$ cat config.mk
export PLATFORM = sky130hd
export DESIGN_NAME = nmea_sentence_field_parser_top
export DESIGN_NICKNAME = d
export VERILOG_FILES = /design/src/rtl/core/nsfp_pkg.sv /design/src/rtl/core/nmea_sentence_field_parser_top.sv /design/src/rtl/core/nsfp_front.sv /design/src/rtl/core/nsfp_queue.sv /design/src/rtl/core/nsfp_back.sv
export VERILOG_INCLUDE_DIRS = /design/src /design/src/rtl/core
export SDC_FILE = /design/constraint.sdc
export NUM_CORES = 1
export LEC_CHECK = 0
export BUFFER_PORTS_ARGS = -buffer_cell sky130_fd_sc_hd__buf_2
export CELL_PAD_IN_SITES_DETAIL_PLACEMENT = 1
export CELL_PAD_IN_SITES_GLOBAL_PLACEMENT = 1
export CORE_MARGIN = 3
export CORE_UTILIZATION = 44
export DETAILED_ROUTE_END_ITERATION = 16
export GPL_TIMING_DRIVEN = 0
export MAX_ROUTING_LAYER = met4
export PLACE_DENSITY = 0.86
export SLEW_MARGIN = 20
export SYNTH_ARGS = -nofsm -noshare
export SYNTH_HDL_FRONTEND = slang
export SYNTH_HIERARCHICAL = 1
export SYNTH_SLANG_ARGS = --single-unit
$ cat constraint.sdc
create_clock -name aclk -period 6.1 [get_ports aclk]
set_input_delay 0.305 -clock aclk [delete_from_list [all_inputs] [get_ports aclk]]
set_output_delay 0.305 -clock aclk [all_outputs]
set_load 0.01 [all_outputs]
$ cat src/rtl/core/nmea_sentence_field_parser_top_defines.svh
// ----------------------------------------------------------------------------
// NMEA sentence field parser assertion macros
// Shared helpers for the concurrent checks in the parser's modules.
// ----------------------------------------------------------------------------
`ifndef NMEA_SENTENCE_FIELD_PARSER_TOP_DEFINES_SVH
`define NMEA_SENTENCE_FIELD_PARSER_TOP_DEFINES_SVH

// Same-cycle implication, disabled while reset is asserted.
`define NSFP_ASSERT_NOW(label, clk, rstn, ante, cons, msg) \
    label: assert property (@(posedge clk) disable iff (!rstn) (ante) |-> (cons)) \
        else $error(msg);

// Next-cycle implication, disabled while reset is asserted.
`define NSFP_ASSERT_NXT(label, clk, rstn, ante, cons, msg) \
    label: assert property (@(posedge clk) disable iff (!rstn) (ante) |=> (cons)) \
        else $error(msg);

`endif

$ cat src/rtl/core/nsfp_pkg.sv
// ----------------------------------------------------------------------------
// NMEA sentence field parser package
// Types shared by the front classifier, the beat queue and the field engine.
// ----------------------------------------------------------------------------
`default_nettype none

package nsfp_pkg;

    typedef enum logic [3:0] {
        LET_V,
        LET_T,
        LET_G,
        LET_R,
        LET_M,
        LET_C,
        LET_S,
        LET_A,
        LET_OTHER
    } letter_t;

    typedef struct packed {
        logic [7:0] data;
        logic [3:0] digit;
        logic       is_digit;
        logic       is_dot;
        logic       is_comma;
        logic       is_star;
        letter_t    letter;
        logic       start;
        logic       last;
    } item_t;

endpackage

`default_nettype wire

$ cat src/rtl/core/nmea_sentence_field_parser_top.sv
// ----------------------------------------------------------------------------
// NMEA sentence field parser
// Splits GPS sentences into fields and returns each field's decimal value.
// ----------------------------------------------------------------------------
// Input beats carry one sentence character on s_data_byte, with
// s_sentence_start on the first character and s_sentence_end on the last.
// VTG, RMC, GSA and GGA sentences are recognised from the sentence name; the
// fields that follow the name are returned one beat per field on the m_
// channel, with the mantissa, the fraction digit count and the flags.
// A character beat is classified on entry, held in a two-entry queue and
// then consumed by the field engine, which registers the result.
// Throughput is one character per cycle unless a result waits on m_ready;
// a result is registered as the field engine pops the character closing its field.
// When m_ready is low the result register holds and the queue fills;
// s_ready falls once both queue entries are occupied.
// Reset clears the queue, the result valid flag and the sentence state, so
// the next character is taken as the first of a sentence.
// ----------------------------------------------------------------------------
`default_nettype none

module nmea_sentence_field_parser_top #(
    parameter int FIELD_CHARS = 9
) (
    input  wire logic        aclk,
    input  wire logic        aresetn,
    input  wire logic        s_valid,
    output logic             s_ready,
    input  wire logic [7:0]  s_data_byte,
    input  wire logic        s_sentence_start,
    input  wire logic        s_sentence_end,
    output logic             m_valid,
    input  wire logic        m_ready,
    output logic [1:0]       m_sentence_type,
    output logic [4:0]       m_field_index,
    output logic             m_is_empty,
    output logic [29:0]      m_digit_value,
    output logic [3:0]       m_frac_digits,
    output logic [7:0]       m_field_char,
    output logic             m_overflow,
    output logic             m_final_field
);

    logic            queue_full;
    logic            push;
    nsfp_pkg::item_t push_item;
    logic            pop;
    logic            head_valid;
    nsfp_pkg::item_t head_item;

    nsfp_front u_front (
        .s_valid          (s_valid),
        .s_ready          (s_ready),
        .s_data_byte      (s_data_byte),
        .s_sentence_start (s_sentence_start),
        .s_sentence_end   (s_sentence_end),
        .queue_full       (queue_full),
        .push             (push),
        .push_item        (push_item)
    );

    nsfp_queue u_queue (
        .aclk       (aclk),
        .aresetn    (aresetn),
        .push       (push),
        .push_item  (push_item),
        .full       (queue_full),
        .pop        (pop),
        .head_valid (head_valid),
        .head_item  (head_item)
    );

    nsfp_back #(
        .FIELD_CHARS (FIELD_CHARS)
    ) u_back (
        .aclk            (aclk),
        .aresetn         (aresetn),
        .head_valid      (head_valid),
        .head_item       (head_item),
        .pop             (pop),
        .m_valid         (m_valid),
        .m_ready         (m_ready),
        .m_sentence_type (m_sentence_type),
        .m_field_index   (m_field_index),
        .m_is_empty      (m_is_empty),
        .m_digit_value   (m_digit_value),
        .m_frac_digits   (m_frac_digits),
        .m_field_char    (m_field_char),
        .m_overflow      (m_overflow),
        .m_final_field   (m_final_field)
    );

endmodule

`default_nettype wire

$ cat src/rtl/core/nsfp_front.sv
// ----------------------------------------------------------------------------
// NMEA sentence field parser front end
// Accepts input beats and classifies each character before it is queued.
// ----------------------------------------------------------------------------
`default_nettype none

module nsfp_front (
    input  wire logic           s_valid,
    output logic                s_ready,
    input  wire logic [7:0]     s_data_byte,
    input  wire logic           s_sentence_start,
    input  wire logic           s_sentence_end,
    input  wire logic           queue_full,
    output logic                push,
    output nsfp_pkg::item_t     push_item
);

    localparam logic [7:0] CHAR_COMMA = 8'h2C;
    localparam logic [7:0] CHAR_STAR  = 8'h2A;
    localparam logic [7:0] CHAR_DOT   = 8'h2E;
    localparam logic [7:0] CHAR_ZERO  = 8'h30;
    localparam logic [7:0] CHAR_NINE  = 8'h39;

    logic [7:0] offset;

    assign s_ready = !queue_full;
    assign push    = s_valid && !queue_full;
    assign offset  = s_data_byte - CHAR_ZERO;

    always_comb begin
        push_item.data     = s_data_byte;
        push_item.digit    = offset[3:0];
        push_item.is_digit = (s_data_byte >= CHAR_ZERO) && (s_data_byte <= CHAR_NINE);
        push_item.is_dot   = (s_data_byte == CHAR_DOT);
        push_item.is_comma = (s_data_byte == CHAR_COMMA);
        push_item.is_star  = (s_data_byte == CHAR_STAR);
        push_item.start    = s_sentence_start;
        push_item.last     = s_sentence_end;
        unique case (s_data_byte)
            8'h56:   push_item.letter = nsfp_pkg::LET_V;
            8'h54:   push_item.letter = nsfp_pkg::LET_T;
            8'h47:   push_item.letter = nsfp_pkg::LET_G;
            8'h52:   push_item.letter = nsfp_pkg::LET_R;
            8'h4D:   push_item.letter = nsfp_pkg::LET_M;
            8'h43:   push_item.letter = nsfp_pkg::LET_C;
            8'h53:   push_item.letter = nsfp_pkg::LET_S;
            8'h41:   push_item.letter = nsfp_pkg::LET_A;
            default: push_item.letter = nsfp_pkg::LET_OTHER;
        endcase
    end

endmodule

`default_nettype wire

$ cat src/rtl/core/nsfp_queue.sv
// ----------------------------------------------------------------------------
// NMEA sentence field parser beat queue
// Two-entry queue that decouples the front end from the field engine.
// ----------------------------------------------------------------------------
`default_nettype none

`include "nmea_sentence_field_parser_top_defines.svh"

module nsfp_queue (
    input  wire logic             aclk,
    input  wire logic             aresetn,
    input  wire logic             push,
    input  wire nsfp_pkg::item_t  push_item,
    output logic                  full,
    input  wire logic             pop,
    output logic                  head_valid,
    output nsfp_pkg::item_t       head_item
);

    localparam int DEPTH = 2;
    localparam int PW    = $clog2(DEPTH);
    localparam int CW    = $clog2(DEPTH + 1);

    nsfp_pkg::item_t mem [DEPTH];
    logic [PW-1:0]   wr_ptr_reg, wr_ptr_next;
    logic [PW-1:0]   rd_ptr_reg, rd_ptr_next;
    logic [CW-1:0]   count_reg, count_next;

    assign full       = (count_reg == CW'(DEPTH));
    assign head_valid = (count_reg != '0);
    assign head_item  = mem[rd_ptr_reg];

    always_comb begin
        wr_ptr_next = wr_ptr_reg;
        rd_ptr_next = rd_ptr_reg;
        count_next  = count_reg;
        if (push) begin
            wr_ptr_next = (wr_ptr_reg == PW'(DEPTH - 1)) ? '0 : wr_ptr_reg + 1'b1;
        end
        if (pop) begin
            rd_ptr_next = (rd_ptr_reg == PW'(DEPTH - 1)) ? '0 : rd_ptr_reg + 1'b1;
        end
        if (push && !pop) begin
            count_next = count_reg + 1'b1;
        end else if (pop && !push) begin
            count_next = count_reg - 1'b1;
        end
    end

    always_ff @(posedge aclk) begin
        if (!aresetn) begin
            wr_ptr_reg <= '0;
            rd_ptr_reg <= '0;
            count_reg  <= '0;
        end else begin
            wr_ptr_reg <= wr_ptr_next;
            rd_ptr_reg <= rd_ptr_next;
            count_reg  <= count_next;
        end
    end

    always_ff @(posedge aclk) begin
        if (push) begin
            mem[wr_ptr_reg] <= push_item;
        end
    end

    `NSFP_ASSERT_NOW(a_count_bound, aclk, aresetn, 1'b1, count_reg <= CW'(DEPTH), "queue overfull")
    `NSFP_ASSERT_NOW(a_no_pop_empty, aclk, aresetn, pop, count_reg != '0, "pop from empty queue")
    `NSFP_ASSERT_NXT(a_count_track, aclk, aresetn, push && !pop, count_reg == CW'($past(count_reg) + 1'b1), "queue count lost a beat")

endmodule

`default_nettype wire

$ cat src/rtl/core/nsfp_back.sv
// ----------------------------------------------------------------------------
// NMEA sentence field parser field engine
// Tracks sentence type and field state and registers one result per data field of a recognised sentence.
// ----------------------------------------------------------------------------
`default_nettype none

`include "nmea_sentence_field_parser_top_defines.svh"

module nsfp_back #(
    parameter int FIELD_CHARS = 9
) (
    input  wire logic             aclk,
    input  wire logic             aresetn,
    input  wire logic             head_valid,
    input  wire nsfp_pkg::item_t  head_item,
    output logic                  pop,
    output logic                  m_valid,
    input  wire logic             m_ready,
    output logic [1:0]            m_sentence_type,
    output logic [4:0]            m_field_index,
    output logic                  m_is_empty,
    output logic [29:0]           m_digit_value,
    output logic [3:0]            m_frac_digits,
    output logic [7:0]            m_field_char,
    output logic                  m_overflow,
    output logic                  m_final_field
);

    localparam int          CW           = $clog2(FIELD_CHARS + 1);
    localparam logic [29:0] MANTISSA_MAX = 30'd999999999;

    typedef enum logic [2:0] {
        KIND_VTG     = 3'd0,
        KIND_RMC     = 3'd1,
        KIND_GSA     = 3'd2,
        KIND_GGA     = 3'd3,
        KIND_UNKNOWN = 3'd7
    } kind_t;

    typedef enum logic [1:0] {
        PH_SKIP,
        PH_INT,
        PH_FRAC,
        PH_DONE
    } phase_t;

    function automatic logic [4:0] kind_fields(input kind_t k);
        logic [4:0] n;
        begin
            unique case (k)
                KIND_VTG: n = 5'd9;
                KIND_RMC: n = 5'd8;
                KIND_GSA: n = 5'd17;
                KIND_GGA: n = 5'd12;
                default:  n = 5'd0;
            endcase
            return n;
        end
    endfunction

    logic [2:0]    pos_reg, pos_next;
    kind_t         kind_reg, kind_next;
    logic [4:0]    fcnt_reg, fcnt_next;
    logic [29:0]   acc_reg, acc_next;
    logic [3:0]    frac_reg, frac_next;
    phase_t        phase_reg, phase_next;
    logic [CW-1:0] ccnt_reg, ccnt_next;
    logic [7:0]    char_reg, char_next;
    logic          star_reg, star_next;
    logic          long_reg, long_next;
    logic          valid_reg, valid_next;

    logic [1:0]    type_reg;
    logic [4:0]    index_reg;
    logic          empty_reg;
    logic [29:0]   value_reg;
    logic [3:0]    fdig_reg;
    logic [7:0]    fchar_reg;
    logic          ovf_reg;
    logic          final_reg;

    logic [2:0]    b_pos;
    kind_t         b_kind;
    logic [4:0]    b_fcnt;
    logic [29:0]   b_acc;
    logic [3:0]    b_frac;
    phase_t        b_phase;
    logic [CW-1:0] b_ccnt;
    logic [7:0]    b_char;
    logic          b_star;
    logic          b_long;

    kind_t         k_new;
    logic [29:0]   f_acc;
    logic [3:0]    f_frac;
    phase_t        f_phase;
    logic [CW-1:0] f_ccnt;
    logic [7:0]    f_char;
    logic          f_long;
    logic [33:0]   acc_x10;
    logic          add_ovf;
    logic          do_add;
    logic          add_frac;
    logic          is_term;
    logic          ends;
    logic          emit;
    logic [4:0]    idx;

    assign pop = head_valid && (!valid_reg || m_ready);

    always_comb begin
        b_pos   = head_item.start ? 3'd0 : pos_reg;
        b_kind  = head_item.start ? KIND_UNKNOWN : kind_reg;
        b_fcnt  = head_item.start ? 5'd0 : fcnt_reg;
        b_acc   = head_item.start ? 30'd0 : acc_reg;
        b_frac  = head_item.start ? 4'd0 : frac_reg;
        b_phase = head_item.start ? PH_SKIP : phase_reg;
        b_ccnt  = head_item.start ? '0 : ccnt_reg;
        b_char  = head_item.start ? 8'd0 : char_reg;
        b_star  = head_item.start ? 1'b0 : star_reg;
        b_long  = head_item.start ? 1'b0 : long_reg;

        k_new = b_kind;
        case (b_pos)
            3'd3: begin
                if (head_item.letter == nsfp_pkg::LET_V) begin
                    k_new = KIND_VTG;
                end else if (head_item.letter == nsfp_pkg::LET_R) begin
                    k_new = KIND_RMC;
                end else if (head_item.letter == nsfp_pkg::LET_G) begin
                    k_new = KIND_GSA;
                end else begin
                    k_new = KIND_UNKNOWN;
                end
            end
            3'd4: begin
                if (b_kind == KIND_VTG && head_item.letter == nsfp_pkg::LET_T) begin
                    k_new = KIND_VTG;
                end else if (b_kind == KIND_RMC && head_item.letter == nsfp_pkg::LET_M) begin
                    k_new = KIND_RMC;
                end else if (b_kind == KIND_GSA && head_item.letter == nsfp_pkg::LET_S) begin
                    k_new = KIND_GSA;
                end else if (b_kind == KIND_GSA && head_item.letter == nsfp_pkg::LET_G) begin
                    k_new = KIND_GGA;
                end else begin
                    k_new = KIND_UNKNOWN;
                end
            end
            3'd5: begin
                if (b_kind == KIND_VTG && head_item.letter == nsfp_pkg::LET_G) begin
                    k_new = KIND_VTG;
                end else if (b_kind == KIND_RMC && head_item.letter == nsfp_pkg::LET_C) begin
                    k_new = KIND_RMC;
                end else if ((b_kind == KIND_GSA || b_kind == KIND_GGA)
                             && head_item.letter == nsfp_pkg::LET_A) begin
                    k_new = b_kind;
                end else begin
                    k_new = KIND_UNKNOWN;
                end
            end
            default: k_new = b_kind;
        endcase

        acc_x10 = {b_acc, 3'b000} + {3'b000, b_acc, 1'b0} + {30'd0, head_item.digit};
        add_ovf = (acc_x10 > {4'd0, MANTISSA_MAX});
        is_term = head_item.is_comma || head_item.is_star;

        f_acc    = b_acc;
        f_frac   = b_frac;
        f_phase  = b_phase;
        f_ccnt   = b_ccnt;
        f_char   = b_char;
        f_long   = b_long;
        do_add   = 1'b0;
        add_frac = 1'b0;
        if (!b_star && !is_term) begin
            if (b_ccnt >= CW'(FIELD_CHARS)) begin
                f_long = 1'b1;
            end else begin
                f_ccnt = b_ccnt + 1'b1;
                f_char = head_item.data;
                unique case (b_phase)
                    PH_SKIP: begin
                        if (head_item.is_digit) begin
                            f_phase = PH_INT;
                            do_add  = 1'b1;
                        end
                    end
                    PH_INT: begin
                        if (head_item.is_digit) begin
                            do_add = 1'b1;
                        end else if (head_item.is_dot) begin
                            f_phase = PH_FRAC;
                        end else begin
                            f_phase = PH_DONE;
                        end
                    end
                    PH_FRAC: begin
                        if (head_item.is_digit) begin
                            do_add   = 1'b1;
                            add_frac = 1'b1;
                        end else begin
                            f_phase = PH_DONE;
                        end
                    end
                    default: f_phase = b_phase;
                endcase
                if (do_add) begin
                    if (add_ovf) begin
                        f_acc   = MANTISSA_MAX;
                        f_long  = 1'b1;
                        f_phase = PH_DONE;
                    end else begin
                        f_acc = acc_x10[29:0];
                        if (add_frac && b_frac != 4'd15) begin
                            f_frac = b_frac + 1'b1;
                        end
                    end
                end
            end
        end

        ends = !b_star && (is_term || head_item.last);
        idx  = b_fcnt - 5'd1;
        emit = ends && (b_fcnt != 5'd0) && (k_new != KIND_UNKNOWN) && (b_pos >= 3'd5)
               && (idx < kind_fields(k_new));

        pos_next   = (b_pos == 3'd7) ? 3'd7 : b_pos + 1'b1;
        kind_next  = k_new;
        fcnt_next  = b_fcnt;
        acc_next   = f_acc;
        frac_next  = f_frac;
        phase_next = f_phase;
        ccnt_next  = f_ccnt;
        char_next  = f_char;
        star_next  = b_star;
        long_next  = f_long;
        if (ends) begin
            fcnt_next  = (b_fcnt == 5'd31) ? 5'd31 : b_fcnt + 1'b1;
            acc_next   = 30'd0;
            frac_next  = 4'd0;
            phase_next = PH_SKIP;
            ccnt_next  = '0;
            char_next  = 8'd0;
            long_next  = 1'b0;
            star_next  = head_item.is_star;
        end
        if (head_item.last) begin
            pos_next   = 3'd0;
            kind_next  = KIND_UNKNOWN;
            fcnt_next  = 5'd0;
            acc_next   = 30'd0;
            frac_next  = 4'd0;
            phase_next = PH_SKIP;
            ccnt_next  = '0;
            char_next  = 8'd0;
            star_next  = 1'b0;
            long_next  = 1'b0;
        end

        valid_next = valid_reg && !m_ready;
        if (pop && emit) begin
            valid_next = 1'b1;
        end
    end

    always_ff @(posedge aclk) begin
        if (!aresetn) begin
            pos_reg   <= 3'd0;
            kind_reg  <= KIND_UNKNOWN;
            fcnt_reg  <= 5'd0;
            acc_reg   <= 30'd0;
            frac_reg  <= 4'd0;
            phase_reg <= PH_SKIP;
            ccnt_reg  <= '0;
            char_reg  <= 8'd0;
            star_reg  <= 1'b0;
            long_reg  <= 1'b0;
            valid_reg <= 1'b0;
        end else begin
            valid_reg <= valid_next;
            if (pop) begin
                pos_reg   <= pos_next;
                kind_reg  <= kind_next;
                fcnt_reg  <= fcnt_next;
                acc_reg   <= acc_next;
                frac_reg  <= frac_next;
                phase_reg <= phase_next;
                ccnt_reg  <= ccnt_next;
                char_reg  <= char_next;
                star_reg  <= star_next;
                long_reg  <= long_next;
            end
        end
        if (pop && emit) begin
            type_reg  <= k_new[1:0];
            index_reg <= idx;
            empty_reg <= (f_ccnt == '0);
            value_reg <= f_acc;
            fdig_reg  <= f_frac;
            fchar_reg <= f_char;
            ovf_reg   <= f_long;
            final_reg <= head_item.last || head_item.is_star;
        end
    end

    assign m_valid         = valid_reg;
    assign m_sentence_type = type_reg;
    assign m_field_index   = index_reg;
    assign m_is_empty      = empty_reg;
    assign m_digit_value   = value_reg;
    assign m_frac_digits   = fdig_reg;
    assign m_field_char    = fchar_reg;
    assign m_overflow      = ovf_reg;
    assign m_final_field   = final_reg;

    `NSFP_ASSERT_NOW(a_empty_zero, aclk, aresetn, valid_reg && empty_reg, value_reg == 30'd0 && fchar_reg == 8'd0 && fdig_reg == 4'd0, "empty field carries data")
    `NSFP_ASSERT_NOW(a_index_range, aclk, aresetn, valid_reg, index_reg < kind_fields(kind_t'({1'b0, type_reg})), "field index beyond type count")
    `NSFP_ASSERT_NOW(a_mantissa_range, aclk, aresetn, 1'b1, acc_reg <= MANTISSA_MAX, "mantissa above limit")

endmodule

`default_nettype wire
==> key figures <==
Outcome
  • Result of the run: finished clean

Pwr
  • Leakage: 4.65 nW
  • Max VDD drop: 0.000206 V
  • Total power divided by cell area: 278 nW/um2
  • Design Power: 3.31 mW

Die
  • FP Rows: 55
  • Effective utilization at floorplan: 0.454
  • Horizontal die dimension: 160 um
  • Die area: 25,500 um2
  • Die height: 160 um
  • Core region area: 22,900 um2
  • Number of primary I/O pins: 68

Hold path
  • Path category of the worst min-delay check: in2reg
  • Number of stages on the worst hold path: 1

Synth
  • Sequential element share of the synthesized area: 0.406
  • Synthesized netlist cell count: 1,087
  • Mux share of post-synthesis cell area: 0.0290
  • Prevailing post-synth register cell: sky130_fd_sc_hd__edfxtp_1
  • Yosys top cell by area: sky130_fd_sc_hd__edfxtp_1
  • Synth cell types: 90
  • Post-synthesis share of cell area spent on and, or, nand and nor gates: 0.186
  • Complex-gate fraction of the synthesized area: 0.221
  • Post-Synth XOR/XNOR Area: 0.0236
  • Leading post-synthesis cells by cell area: sky130_fd_sc_hd__edfxtp_1, sky130_fd_sc_hd__dfxtp_1, sky130_fd_sc_hd__ha_1
  • Fraction of synthesis flops using an asynchronous set or reset pin: 0
  • Post-synth top cells: sky130_fd_sc_hd__nand2_1, sky130_fd_sc_hd__edfxtp_1, sky130_fd_sc_hd__nor2_1
  • Cell area after synthesis: 10,400 um2
  • Fraction of post-synthesis cell area in the top cell type by area: 0.277
  • Average size of a mapped cell: 9.57 um2
  • Post-synthesis register bit count: 163
  • Post-Synth Adder-Cell Area: 0.0898
  • Library cell with the highest instance count after synthesis: sky130_fd_sc_hd__nand2_1
  • Synthesis warning total: 6
  • Largest family of logic cells by synthesized area: compound AO/OA/AOI/OAI gates
  • Post-synth EDFFs: 96
  • Synthesized net count: 1,175

STA
  • Number of failing setup endpoints in the final timing report: 0
  • Setup Total Neg Slack: 0 ns
  • Post-route fraction of the period consumed by the critical path: 0.976
  • Time the final worst path needs with I/O delays and setup: 5.95 ns
  • Fmax: 168 MHz
  • Number of max-slew violations in the final report: 0
  • Unrepaired setup endpoints after global routing: no
  • Hold Fails Final Rpt: 0
  • Worst max-slew margin expressed relative to the limit: 0.305
  • Worst Skew: 0.0111 ns
  • Pin slew with the least headroom to its limit: 1.04 ns

Global routing
  • Number of global-route vias before repair: 9,324
  • Antenna violations before repair: 0
  • First-pass GRT wire length: 51,000 um
  • Congestion Overflow GR: 0
  • Overall routing resource usage: 0.255
  • Maximum number of pins on one net before global-route repair: 26

Clock tree
  • Clock slew at reported path FFs: 0.08 ns
  • Library cell used as clock root buffer: sky130_fd_sc_hd__clkbuf_16
  • Maximum clock path buffer count: 2
  • Level count of the clock H-tree: 4
  • Num CTS Buffers: 17
  • Clock Latency Late Sink: 0.44 ns
  • CTS tree: yes
  • Clock sink count: 163
  • Hold buffer count at CTS: 0

Routing
  • Detailed-route via count: 9,091
  • Drt pass-1 iters: 5
  • Number of DRC violations after detailed-routing iteration 0: 705
  • Total Wirelength: 31,700 um
  • Remaining routing DRC violations: 0
  • Average routed wire per standard cell: 21.2 um
  • Antenna Violating Nets Remaining: 0
  • Ratio of routed vias to standard cells: 6.07

Critical path
  • Data arrival time of the critical path: 6.16 ns
  • CP endpoint kind: flop
  • Critical Path Max Stage Delay: 0.46 ns
  • Depth of the worst register-to-register path: 19
  • Kind of start point of the critical path: flop
  • Crit Path Class: reg2reg
  • Maximum fanout encountered on the critical timing path: 10
  • Required time worst endpoint: 6.31 ns
  • Cell breakdown of the critical path: mux2_2 > clkbuf_1 > clkbuf_2 > nor2b_2 > ha_1 > ha_1 > buf_2 > a21oi_1 > o211a_1 > o31ai_2 > mux2_2 > a21o_1 > nor4bb_1 > a32oi_1 > a211oi_2 > buf_4 > nor2_2 > buf_2 > o31ai_1
  • Worst path slowest cell: sky130_fd_sc_hd__clkbuf_1

Layout
  • Max FFs per register: 44
  • Final-stage net count: 1,260
  • Util after Layout: 0.519
  • Fraction of final layout cells sized beyond drive strength 1: 0.195
  • Inserted Diodes: 0
  • Synthesis-to-finish area growth: 14.5%
  • Number of fill cells: 2,577

Placement
  • HPWL Detailed: 23,500 um
  • Global placer's final weighted congestion: 0.915
  • Count of input and output buffers: 62

Flow run
  • Max_cap viols: 0
cell usage in the layout, fill, tap and decap left out, types with 9 or more instances in the layout:
master and n:
sky130_fd_sc_hd__or3_1 9, sky130_fd_sc_hd__o21a_1 11, sky130_fd_sc_hd__ha_1 73, sky130_fd_sc_hd__o22ai_1 9
sky130_fd_sc_hd__nand3_1 22, sky130_fd_sc_hd__dfxtp_1 67, sky130_fd_sc_hd__clkbuf_1 25, sky130_fd_sc_hd__nand2_1 113
sky130_fd_sc_hd__xor2_1 13, sky130_fd_sc_hd__and2_1 12, sky130_fd_sc_hd__a22o_1 9, sky130_fd_sc_hd__xnor2_1 15
sky130_fd_sc_hd__buf_4 20, sky130_fd_sc_hd__inv_1 25, sky130_fd_sc_hd__o21ai_0 42, sky130_fd_sc_hd__a31oi_1 17
sky130_fd_sc_hd__mux2_2 25, sky130_fd_sc_hd__buf_2 74, sky130_fd_sc_hd__nand2b_1 9, sky130_fd_sc_hd__a22oi_1 16
sky130_fd_sc_hd__a21oi_1 75, sky130_fd_sc_hd__a311oi_2 10, sky130_fd_sc_hd__nor2b_1 41, sky130_fd_sc_hd__clkbuf_16 17
sky130_fd_sc_hd__a211oi_1 17, sky130_fd_sc_hd__a21o_1 17, sky130_fd_sc_hd__nor2_1 90, sky130_fd_sc_hd__edfxtp_1 96
sky130_fd_sc_hd__nor3_1 22
worst paths after layout:
check	startpoint	to	slack [ns]
max	flop	u_back/m_overflow	0.15
min	s_data_byte[1]	u_queue/mem[0][11]	0.05
max reg2reg	flop	u_back/m_overflow	0.15
min reg2reg	u_back/acc_reg[18]	u_back/acc_reg[18]	0.49
worst max-delay path, delay by kind of cell (launching register included):
kind            cells  cell delay [ns]
simple gates        3             0.52
compound gates      7             1.86
flops               1             0.43
mux                 2             0.75
fa+ha+maj           2             0.59
buf+inv             5             1.56
final cells by class:
cell class,count,area [um2],share of cell area
Sequential cell,163,4220,0.355
Buffer,68,377,0.0316
Multi-Input combinational cell,830,5820,0.489
Timing Repair Buffer,67,388,0.0326
Inverter,25,93.8,0.00788
Clock buffer,17,425,0.0357
Clock inverter,15,178,0.0149
Tap cell,313,392,0.0329
kinds of logic after synthesis:
family | count (synthesis)
buffers and inverters | 94
AND/OR/NAND/NOR | 381
multiplexers | 27
XOR/XNOR | 28
adder cells (fa/ha/maj) | 74
AO/OA/AOI/OAI | 320
flip-flops | 163
metrics by stage:
stage	setup WS (ns)	cells	hold WS, ns	cell area (um2)
3_3_place_gp	-1.34	1462	0.464	11100
6_report	0.148	1498	0.0457	11900
4_1_cts	0.0383	1497	0.0275	11800
3_5_place_dp	-0.749	1466	0.476	11200
2_1_floorplan	0.480	1087	0.423	10400
5_1_grt	0.00147	1498	0.0287	11900
per-layer routing:
| metal | global-route usage | vias to the layer above | routed length (um) |
|---|---|---|---|
| met3 | 0.0374 | 57 | 1600 |
| met4 | 0.0848 | 0 | 833 |
| met5 | - | - | 0 |
| met2 | 0.409 | 285 | 15000 |
| met1 | 0.333 | 4524 | 14300 |
| li1 | - | 4225 | - |
timing repair:
item | 4_1_cts | 5_1_grt
buffers inserted | 0 | 1
gates resized for setup | 7 | 23
pin swaps | 0 | 1
endpoints found under the setup margin | 96 | 111
power by group:
group	internal (mW)	switching, mW	total, mW	leakage, nW
Clock	0.558	0.542	1.10	0.296
Combinational	0.270	0.653	0.923	2.89
Sequential	1.25	0.0358	1.29	1.46
(Power assumes the default switching activity.)
